$ cat config.mk
export PLATFORM = sky130hd
export DESIGN_NAME = taylor_series_sine_core
export DESIGN_NICKNAME = d
export VERILOG_FILES = /design/src/sv/tss_pkg.sv /design/src/sv/tss_range_reduce.sv /design/src/sv/tss_mac.sv /design/src/sv/taylor_series_sine_core.sv
export VERILOG_INCLUDE_DIRS = /design/src /design/src/sv
export SDC_FILE = /design/constraint.sdc
export NUM_CORES = 2
export LEC_CHECK = 0
export ABC_AREA = 1
export BUFFER_PORTS_ARGS = -buffer_cell sky130_fd_sc_hd__buf_2
export CORE_MARGIN = 2
export CORE_UTILIZATION = 45
export DETAILED_ROUTE_END_ITERATION = 7
export GPL_TIMING_DRIVEN = 0
export PLACE_DENSITY_LB_ADDON = 0.08
export SYNTH_ARGS = -nofsm -noshare
export SYNTH_HDL_FRONTEND = slang
export SYNTH_HIERARCHICAL = 1
export SYNTH_SLANG_ARGS = --single-unit
$ cat constraint.sdc
create_clock -name clk -period 9.51 [get_ports clk]
set_input_delay 1.902 -clock clk [delete_from_list [all_inputs] [get_ports clk]]
set_output_delay 1.902 -clock clk [all_outputs]
set_load 0.02 [all_outputs]
$ cat src/sv/assert_macros.svh
// Assertion helpers shared by the RTL files of the sine core.
// ASSERT_CLK checks a property at every rising clock edge outside reset.
// ASSERT_NORST checks a property at every rising clock edge, reset included.
`ifndef ASSERT_MACROS_SVH
`define ASSERT_MACROS_SVH
`ifndef SYNTHESIS
`define ASSERT_CLK(lbl, clk, rstn, prop, msg) \
	lbl: assert property (@(posedge clk) disable iff (!(rstn)) (prop)) else $error(msg);
`define ASSERT_NORST(lbl, clk, prop, msg) \
	lbl: assert property (@(posedge clk) (prop)) else $error(msg);
`else
`define ASSERT_CLK(lbl, clk, rstn, prop, msg)
`define ASSERT_NORST(lbl, clk, prop, msg)
`endif
`endif

$ cat src/sv/tss_pkg.sv
`timescale 1ns / 1ps
`default_nettype none

package tss_pkg;

	localparam int ANGLE_W  = 32;
	localparam int RESULT_W = 32;
	localparam int THR_W    = 31;

	localparam logic [THR_W-1:0] THR_RESET = 31'd10737;

	localparam int MAX_TERMS_DEF        = 16;
	localparam int RESULT_FRAC_BITS_DEF = 30;

	// 2*pi in Q8.24.
	localparam logic [ANGLE_W-1:0] TWO_PI_Q24 = 32'd105414357;
	// The quotient of a magnitude of at most 2^31 by 2*pi stays below 2^5.
	localparam int RED_STEPS = 5;
	localparam int RED_K_W   = 3;

	localparam int XM_W   = 27;  // reduced angle magnitude, Q.24
	localparam int X2_W   = 54;  // squared magnitude, Q.48
	localparam int MAG_W  = 40;  // term magnitude, Q.32
	localparam int SUM_W  = 44;  // signed sum, Q.32
	localparam int MUL_W  = 32;
	localparam int PROD_W = 64;
	localparam int ACC_W  = 64;

	// Shared multiply-accumulate operations.
	localparam logic [2:0] MAC_NOP     = 3'd0;
	localparam logic [2:0] MAC_LOAD    = 3'd1;
	localparam logic [2:0] MAC_ADD_SHR = 3'd2;
	localparam logic [2:0] MAC_ADD     = 3'd3;
	localparam logic [2:0] MAC_ADD_HI  = 3'd4;

	typedef struct packed {
		logic [2:0]       op;
		logic [MUL_W-1:0] a;
		logic [MUL_W-1:0] b;
	} mac_req_t;

	// Reciprocals of 2n(2n+1) in Q0.32, rounded to nearest, entry n-1.
	localparam int RECIP_W     = 32;
	localparam int RECIP_DEPTH = 32;
	localparam int RECIP_IDX_W = 5;
	localparam logic [63:0] TWO_32 = 64'h1_0000_0000;

	localparam logic [RECIP_W-1:0] RECIP_TAB [RECIP_DEPTH] = '{
		32'((TWO_32 + 64'd3) / 64'd6),
		32'((TWO_32 + 64'd10) / 64'd20),
		32'((TWO_32 + 64'd21) / 64'd42),
		32'((TWO_32 + 64'd36) / 64'd72),
		32'((TWO_32 + 64'd55) / 64'd110),
		32'((TWO_32 + 64'd78) / 64'd156),
		32'((TWO_32 + 64'd105) / 64'd210),
		32'((TWO_32 + 64'd136) / 64'd272),
		32'((TWO_32 + 64'd171) / 64'd342),
		32'((TWO_32 + 64'd210) / 64'd420),
		32'((TWO_32 + 64'd253) / 64'd506),
		32'((TWO_32 + 64'd300) / 64'd600),
		32'((TWO_32 + 64'd351) / 64'd702),
		32'((TWO_32 + 64'd406) / 64'd812),
		32'((TWO_32 + 64'd465) / 64'd930),
		32'((TWO_32 + 64'd528) / 64'd1056),
		32'((TWO_32 + 64'd595) / 64'd1190),
		32'((TWO_32 + 64'd666) / 64'd1332),
		32'((TWO_32 + 64'd741) / 64'd1482),
		32'((TWO_32 + 64'd820) / 64'd1640),
		32'((TWO_32 + 64'd903) / 64'd1806),
		32'((TWO_32 + 64'd990) / 64'd1980),
		32'((TWO_32 + 64'd1081) / 64'd2162),
		32'((TWO_32 + 64'd1176) / 64'd2352),
		32'((TWO_32 + 64'd1275) / 64'd2550),
		32'((TWO_32 + 64'd1378) / 64'd2756),
		32'((TWO_32 + 64'd1485) / 64'd2970),
		32'((TWO_32 + 64'd1596) / 64'd3192),
		32'((TWO_32 + 64'd1711) / 64'd3422),
		32'((TWO_32 + 64'd1830) / 64'd3660),
		32'((TWO_32 + 64'd1953) / 64'd3906),
		32'((TWO_32 + 64'd2080) / 64'd4160)
	};

endpackage

`default_nettype wire

$ cat src/sv/tss_range_reduce.sv
`timescale 1ns / 1ps
`default_nettype none
`include "assert_macros.svh"

module tss_range_reduce import tss_pkg::*; (
	input  logic               clk,
	input  logic               arst_n,
	input  logic               start,
	input  logic [ANGLE_W-1:0] mag_in,
	output logic [ANGLE_W-1:0] rem,
	output logic               done
);

	logic [ANGLE_W-1:0] rem_q;
	logic [RED_K_W-1:0] k_q;
	logic               busy_q;
	logic               done_q;
	logic [ANGLE_W-1:0] sub_val;

	// Restoring division: one compare and subtract of 2*pi << k per cycle.
	assign sub_val = TWO_PI_Q24 << k_q;

	always_ff @(posedge clk or negedge arst_n) begin
		if (!arst_n) begin
			busy_q <= 1'b0;
			done_q <= 1'b0;
			k_q    <= '0;
		end else begin
			done_q <= !start && busy_q && (k_q == '0);
			if (start) begin
				busy_q <= 1'b1;
				k_q    <= RED_K_W'(RED_STEPS - 1);
			end else if (busy_q) begin
				if (k_q == '0) begin
					busy_q <= 1'b0;
				end else begin
					k_q <= k_q - RED_K_W'(1);
				end
			end
		end
	end

	always_ff @(posedge clk) begin
		if (start) begin
			rem_q <= mag_in;
		end else if (busy_q && (rem_q >= sub_val)) begin
			rem_q <= rem_q - sub_val;
		end
	end

	assign rem  = rem_q;
	assign done = done_q;

	`ASSERT_CLK(a_rem_reduced, clk, arst_n, done |-> (rem_q < TWO_PI_Q24), "remainder not reduced")
	`ASSERT_NORST(a_done_rst, clk, !arst_n |=> !done_q, "done set out of reset")

endmodule

`default_nettype wire

$ cat src/sv/tss_mac.sv
`timescale 1ns / 1ps
`default_nettype none

module tss_mac import tss_pkg::*; (
	input  logic              clk,
	input  mac_req_t          req,
	output logic [PROD_W-1:0] prod,
	output logic [ACC_W-1:0]  acc
);

	logic [PROD_W-1:0] mul_res;
	logic [PROD_W-1:0] prod_q;
	logic [ACC_W-1:0]  acc_q;

	assign mul_res = req.a * req.b;

	// The product is registered; the accumulator folds it in on the cycle after.
	always_ff @(posedge clk) begin
		prod_q <= mul_res;
		case (req.op)
			MAC_LOAD:    acc_q <= prod_q;
			MAC_ADD_SHR: acc_q <= (acc_q >> MUL_W) + prod_q;
			MAC_ADD:     acc_q <= acc_q + prod_q;
			MAC_ADD_HI:  acc_q <= acc_q + (prod_q << MUL_W);
			default:     acc_q <= acc_q;
		endcase
	end

	assign prod = prod_q;
	assign acc  = acc_q;

endmodule

`default_nettype wire

$ cat src/sv/taylor_series_sine_core.sv
// Sine of a signed Q8.24 angle by Taylor series, returned as signed Q2.30 (the
// fraction width follows RESULT_FRAC_BITS) with rounding half away from zero and
// saturation. The angle is first reduced by 2*pi as a truncated remainder, so its
// sign is kept. The series then adds x, -x^3/3!, x^5/5! and so on, each term built
// from the previous one with a reciprocal table, and stops after the first term
// whose magnitude is below term_threshold (Q1.30, written through the config
// channel at any time the core is idle; reset value 10737, about 1e-5). When
// MAX_TERMS terms follow x and the last one is still not below the threshold,
// term_limit_hit is set. One transaction is processed at a time: in_ready is high
// only while the core is idle. A transaction adds 1 to MAX_TERMS terms after x and
// runs through range reduction (five compare-and-subtract steps and one to hand
// the remainder over), the S_SQR and S_SQRW states to square the reduced angle,
// then states S_T0 to S_T8 per term on the single shared 32x32 multiplier, which
// forms six partial products per term, and S_FIN1 and S_FIN2 for rounding and
// saturation. The result sits in an output register, so the core takes the next
// transaction while it waits.
`timescale 1ns / 1ps
`default_nettype none
`include "assert_macros.svh"

module taylor_series_sine_core import tss_pkg::*; #(
	parameter int MAX_TERMS        = MAX_TERMS_DEF,
	parameter int RESULT_FRAC_BITS = RESULT_FRAC_BITS_DEF
) (
	input  logic                       clk,
	input  logic                       arst_n,
	input  logic                       cfg_valid,
	output logic                       cfg_ready,
	input  logic [THR_W-1:0]           cfg_data,
	input  logic                       in_valid,
	output logic                       in_ready,
	input  logic signed [ANGLE_W-1:0]  angle,
	output logic                       out_valid,
	input  logic                       out_ready,
	output logic signed [RESULT_W-1:0] sine_value,
	output logic                       term_limit_hit
);

	localparam int NW = $clog2(MAX_TERMS + 1);
	localparam int SH = 32 - RESULT_FRAC_BITS;
	localparam logic [SUM_W-1:0] HALF    = SUM_W'(1) << (SH - 1);
	localparam logic [SUM_W-1:0] SAT_NEG = SUM_W'(64'h8000_0000);
	localparam logic [SUM_W-1:0] SAT_POS = SUM_W'(64'h7FFF_FFFF);

	// Sequencer states.
	localparam logic [3:0] S_IDLE = 4'd0;
	localparam logic [3:0] S_RED  = 4'd1;
	localparam logic [3:0] S_SQR  = 4'd2;
	localparam logic [3:0] S_SQRW = 4'd3;
	localparam logic [3:0] S_T0   = 4'd4;
	localparam logic [3:0] S_T1   = 4'd5;
	localparam logic [3:0] S_T2   = 4'd6;
	localparam logic [3:0] S_T3   = 4'd7;
	localparam logic [3:0] S_T4   = 4'd8;
	localparam logic [3:0] S_T5   = 4'd9;
	localparam logic [3:0] S_T6   = 4'd10;
	localparam logic [3:0] S_T7   = 4'd11;
	localparam logic [3:0] S_T8   = 4'd12;
	localparam logic [3:0] S_FIN1 = 4'd13;
	localparam logic [3:0] S_FIN2 = 4'd14;

	logic [3:0]          state_q;
	logic [THR_W-1:0]    thr_q;
	logic [NW-1:0]       n_q;
	logic                neg_q;
	logic                tneg_q;
	logic                hit_q;
	logic [X2_W-1:0]     x2_q;
	logic [MAG_W-1:0]    mag_q;
	logic [SUM_W-1:0]    sum_q;
	logic [SUM_W-1:0]    abs_q;
	logic                sneg_q;
	logic                out_valid_q;
	logic [RESULT_W-1:0] sine_q;
	logic                hit_out_q;

	logic                   accept;
	logic [ANGLE_W-1:0]     angle_abs;
	logic [ANGLE_W-1:0]     red_rem;
	logic                   red_done;
	logic [XM_W-1:0]        xm;
	mac_req_t               mac_req;
	logic [PROD_W-1:0]      mac_prod;
	logic [ACC_W-1:0]       mac_acc;
	logic [RECIP_IDX_W-1:0] recip_idx;
	logic [RECIP_W-1:0]     recip;
	logic [MAG_W-1:0]       new_mag;
	logic [MAG_W-1:0]       thr_ext;
	logic                   below;
	logic [SUM_W-1:0]       mag_ext;
	logic [SUM_W-1:0]       first_ext;
	logic [SUM_W-1:0]       rnd;
	logic [SUM_W-1:0]       shv;
	logic [RESULT_W-1:0]    res;
	logic                   out_free;

	assign cfg_ready = 1'b1;
	assign in_ready  = (state_q == S_IDLE);
	assign accept    = in_valid && in_ready;
	assign out_free  = !out_valid_q || out_ready;

	// Magnitude of the angle; the most negative input maps to 2^31, still in 32 bits.
	assign angle_abs = angle[ANGLE_W-1] ? (ANGLE_W'(0) - angle) : angle;

	tss_range_reduce u_reduce (
		.clk    (clk),
		.arst_n (arst_n),
		.start  (accept),
		.mag_in (angle_abs),
		.rem    (red_rem),
		.done   (red_done)
	);

	assign xm = red_rem[XM_W-1:0];

	assign recip_idx = RECIP_IDX_W'(n_q - NW'(1));
	assign recip     = RECIP_TAB[recip_idx];

	// Operand and accumulate selection for the shared multiplier. A term takes
	// mag * x^2 >> 48 from four partial products, then that times the reciprocal
	// >> 32 from two more.
	always_comb begin
		mac_req.op = MAC_NOP;
		mac_req.a  = '0;
		mac_req.b  = '0;
		case (state_q)
			S_SQR: begin
				mac_req.a = MUL_W'(xm);
				mac_req.b = MUL_W'(xm);
			end
			S_T0: begin
				mac_req.a = mag_q[MUL_W-1:0];
				mac_req.b = x2_q[MUL_W-1:0];
			end
			S_T1: begin
				mac_req.op = MAC_LOAD;
				mac_req.a  = mag_q[MUL_W-1:0];
				mac_req.b  = MUL_W'(x2_q[X2_W-1:MUL_W]);
			end
			S_T2: begin
				mac_req.op = MAC_ADD_SHR;
				mac_req.a  = MUL_W'(mag_q[MAG_W-1:MUL_W]);
				mac_req.b  = x2_q[MUL_W-1:0];
			end
			S_T3: begin
				mac_req.op = MAC_ADD;
				mac_req.a  = MUL_W'(mag_q[MAG_W-1:MUL_W]);
				mac_req.b  = MUL_W'(x2_q[X2_W-1:MUL_W]);
			end
			S_T4: begin
				mac_req.op = MAC_ADD_HI;
			end
			S_T5: begin
				mac_req.a = mac_acc[47:16];
				mac_req.b = recip;
			end
			S_T6: begin
				mac_req.op = MAC_LOAD;
				mac_req.a  = MUL_W'(mac_acc[61:48]);
				mac_req.b  = recip;
			end
			S_T7: begin
				mac_req.op = MAC_ADD_SHR;
			end
			default: begin
				mac_req.op = MAC_NOP;
			end
		endcase
	end

	tss_mac u_mac (
		.clk  (clk),
		.req  (mac_req),
		.prod (mac_prod),
		.acc  (mac_acc)
	);

	// The new term magnitude and the stop test against the threshold in Q.32.
	assign new_mag   = mac_acc[MAG_W-1:0];
	assign thr_ext   = MAG_W'({thr_q, 2'b00});
	assign below     = (new_mag < thr_ext);
	assign mag_ext   = SUM_W'(new_mag);
	assign first_ext = SUM_W'({xm, 8'b0});

	// Rounding half away from zero on the magnitude, then saturation.
	assign rnd = abs_q + HALF;
	assign shv = rnd >> SH;
	always_comb begin
		if (sneg_q) begin
			if (shv > SAT_NEG) begin
				res = RESULT_W'(SAT_NEG);
			end else begin
				res = RESULT_W'(SUM_W'(0) - shv);
			end
		end else begin
			if (shv > SAT_POS) begin
				res = RESULT_W'(SAT_POS);
			end else begin
				res = RESULT_W'(shv);
			end
		end
	end

	always_ff @(posedge clk or negedge arst_n) begin
		if (!arst_n) begin
			state_q     <= S_IDLE;
			thr_q       <= THR_RESET;
			n_q         <= NW'(1);
			out_valid_q <= 1'b0;
		end else begin
			if (cfg_valid && cfg_ready) begin
				thr_q <= cfg_data;
			end
			// A result leaving in the same cycle as a new one arrives keeps valid high.
			if (out_valid_q && out_ready && (state_q != S_FIN2)) begin
				out_valid_q <= 1'b0;
			end
			case (state_q)
				S_IDLE: begin
					if (accept) begin
						state_q <= S_RED;
					end
				end
				S_RED: begin
					if (red_done) begin
						state_q <= S_SQR;
					end
				end
				S_SQR:  state_q <= S_SQRW;
				S_SQRW: begin
					n_q     <= NW'(1);
					state_q <= S_T0;
				end
				S_T0: state_q <= S_T1;
				S_T1: state_q <= S_T2;
				S_T2: state_q <= S_T3;
				S_T3: state_q <= S_T4;
				S_T4: state_q <= S_T5;
				S_T5: state_q <= S_T6;
				S_T6: state_q <= S_T7;
				S_T7: state_q <= S_T8;
				S_T8: begin
					if (below || (n_q == NW'(MAX_TERMS))) begin
						state_q <= S_FIN1;
					end else begin
						n_q     <= n_q + NW'(1);
						state_q <= S_T0;
					end
				end
				S_FIN1: state_q <= S_FIN2;
				S_FIN2: begin
					if (out_free) begin
						out_valid_q <= 1'b1;
						state_q     <= S_IDLE;
					end
				end
				default: state_q <= S_IDLE;
			endcase
		end
	end

	// Datapath registers of the sum and the term.
	always_ff @(posedge clk) begin
		if (accept) begin
			neg_q <= angle[ANGLE_W-1];
		end
		case (state_q)
			S_SQRW: begin
				x2_q   <= mac_prod[X2_W-1:0];
				mag_q  <= MAG_W'({xm, 8'b0});
				tneg_q <= neg_q;
				sum_q  <= neg_q ? (SUM_W'(0) - first_ext) : first_ext;
			end
			S_T8: begin
				mag_q  <= new_mag;
				tneg_q <= !tneg_q;
				sum_q  <= tneg_q ? (sum_q + mag_ext) : (sum_q - mag_ext);
				hit_q  <= !below;
			end
			S_FIN1: begin
				sneg_q <= sum_q[SUM_W-1];
				abs_q  <= sum_q[SUM_W-1] ? (SUM_W'(0) - sum_q) : sum_q;
			end
			S_FIN2: begin
				if (out_free) begin
					sine_q    <= res;
					hit_out_q <= hit_q;
				end
			end
			default: begin
			end
		endcase
	end

	assign out_valid      = out_valid_q;
	assign sine_value     = sine_q;
	assign term_limit_hit = hit_out_q;

	`ASSERT_CLK(a_busy_after_accept, clk, arst_n, accept |=> !in_ready, "ready after accept")
	`ASSERT_CLK(a_term_count, clk, arst_n, n_q <= NW'(MAX_TERMS), "term count overrun")
	`ASSERT_CLK(a_hit_full, clk, arst_n, $rose(out_valid_q) && hit_out_q |-> n_q == NW'(MAX_TERMS), "limit flag without full term count")
	`ASSERT_NORST(a_out_rst, clk, !arst_n |=> !out_valid_q, "output valid out of reset")

endmodule

`default_nettype wire

==> impl_metrics.toml <==
[global_routing]
grt_first_pass_wirelength_microns = 485200
grt_usage_pct = 40.55
grt_max_degree = 56
antenna_found_initial = 22
grt_overflow = 0
grt_pass1_vias = 69120

[drt]
num_vias = 71750
first_pass_iters = 7
drt_iter0_drc = 8300
drtAntennaViolNets = 0
routed_wl_microns = 342600
via_per_inst = 5.526
wl_per_cell_microns = 26.39
drc = 0

[cells_and_area]
layout_commonest_cell = "nand2_1"
layout.nets = 12230
syn2layout_area_growth_pct = 10.51
drive_gt1_share_pct = 8.258
final_cell_mix = "nand2_1, inv_1, fa_1"
final_util_pct = 50.00

[clock_tree]
clockBufferDepth = 3
cts_tree = "yes"
clock_sinks = 424
numCtsBuffers = 51
h-tree-depth = 2
clk_pin_slew_ns = 0.07
root_buffer = "clkbuf_16"
clk_latency_ns = 0.69
cts_hold_buf = 0

[setup_path]
critPathSlowestCell = "clkbuf_1"
cp.depth = 28
path_max_fanout = 10
cp_slowest_stage_delay_ns = 0.98
rrSetupSlack_ns = 0.04
crit_required_ns = 10.06
crit_path_start_kind = "register"
worst-path-buf-inv = 7
crit_family = "adder cells"
reg2reg_to = "u_mac/prod[62]"
critPathKind = "reg2reg"
crit_end = "u_mac/prod[62]"
reg2reg_depth = 28
crit_top_cell = "fa_1"
crit_start = "state_q[1]"
endpoint_kind = "register"
r2r-start = "state_q[1]"
worstPathArrival_ns = 10.02

[run]
max-cap-violations = 0

[placed_design]
place_ws_ns = -2.676
gp_congestion = 1.071
io_buffer_count = 101
post-dp-hpwl_microns = 288900

[timing]
finalCriticalPeriod_ns = 9.475
setup_viol = 0
rsz0062_at_grt = "true"
worst_pin_slew_ns = 1.386
holdWs_ns = 0.4261
fin_crit_sh_pct = 99.63
finalHoldViolations = 0
fin_skew_ns = 0.05940
slew_violations = 0
fmax_mhz = 105.5
setup_slack_ns = 0.03511
relSlewSlack_pct = 7.284

[logic_synthesis]
ys_warn_count = 6
yosysTopAreaCell = "fa_1"
avgSynthCellArea_sq_um = 6.989
yosys-mux-area-fraction_pct = 0
synth_ff_type = "edfxtp_1"
synth_fa_ha_area_share_pct = 32.98
synthesis.instances = 10530
synth_top_family_by_area = "adder cells"
synthArstFlopShare_pct = 10.85
ys_seq_area_share_pct = 16.14
synth_xor_area_share_pct = 2.511
synth_compound_area_share_pct = 7.936
syn_nets = 11990
synth_area_sq_um = 73560
yosys_register_bits = 424
synth_top_cell_area_share_pct = 24.49
ys_types = 69
yosys.area_share.simple_pct = 25.96
synth-edff-count = 314
synthTopCellsByArea = "fa_1, nand2_1, edfxtp_1"

[min_path]
min_path_type = "reg2reg"
min_path_cells = 0
hp-start = "hit_q"

[die]
num_io_pins = 104
dieWidth_microns = 408.3
coreArea_sq_um = 162600
dieArea_sq_um = 166700
initial_utilization_pct = 45.24
fp-row-count = 148
die_h_microns = 408.3

[run_status]
status = "complete, no violations"
state kept, by name, indices dropped and copies added (netlist names), 3 cells and up:
signal	cells
state_q	4
sum_q	44
x2_q	54
thr_q	31
sine_value	32
u_reduce/k_q	3
mag_q	40
n_q	5
u_mac/prod	64
u_reduce/rem	32
u_mac/acc	64
abs_q	43
metrics by stage:
step | setup TNS (ns) | instance area [sq um] | std cells
6_report | 0 | 81290 | 12980
5_1_grt | -0.4593 | 81270 | 12980
3_5_place_dp | -115.54 | 77070 | 12810
3_3_place_gp | -153.27 | 76790 | 12800
2_1_floorplan | 0 | 73560 | 10530
4_1_cts | -0.004850 | 80440 | 12960
synthesized netlist by cell type, drive strengths merged (37+ instances only):
cell type / n
nand2: 3132
inv: 2519
fa: 900
nor2: 821
ha: 499
o21ai: 479
nand3: 400
a21oi: 359
edfxtp: 314
clkbuf: 285
xor2: 154
nor3: 93
nand4: 82
dfxtp: 64
xnor2: 56
o21bai: 42
dfrtp: 37
worst min-delay path by stage:
| stage | end | slack, ns |
|---|---|---|
| 3_5_place_dp | term_limit_hit | 0.41 |
| 4_1_cts | term_limit_hit | 0.43 |
| 2_1_floorplan | term_limit_hit | 0.40 |
| 3_3_place_gp | term_limit_hit | 0.42 |
| 5_1_grt | term_limit_hit | 0.45 |
| 6_report | term_limit_hit | 0.43 |
metal layers:
metal  global-route usage [%]  vias to the layer above  part of all wire [%]
li1                         -                    32240                     -
met1                    55.32                    34770                    41
met2                    57.93                     4005                    41
met3                    13.43                      717                    13
met4                    18.62                       18                   5.4
met5                        0                        -                 0.094
cells by family after synthesis:
family	Yosys count
and+or+nand+nor	4620
buffers and inverters	2829
adders and majority gates	1399
AOI/OAI and AO/OA	1042
DFF	424
xor gates and xnor gates	210
other	1
final cells by class:
class                   instances  area, sq um
fillers                     16770        81300
well taps                    2175         2721
repair buffers                182         1370
inverters                    2529         9514
multi-input cells            7272        52300
diodes                          8        20.02
plain buffers                 298         1642
clock buffers                  53         1305
flip-flops and latches        424        11870
clock inverters                43        548.0
timing repair:
action | in CTS | in global routing
cloned | 0 | 0
setup buffers | 52 | 18
pin swaps | 18 | 65
gates resized for setup | 336 | 270
setup endpoints to repair | 55 | 45
Power is not shown: default switching activity piles up to over one toggle a cycle in this logic, so the estimate is an artifact.
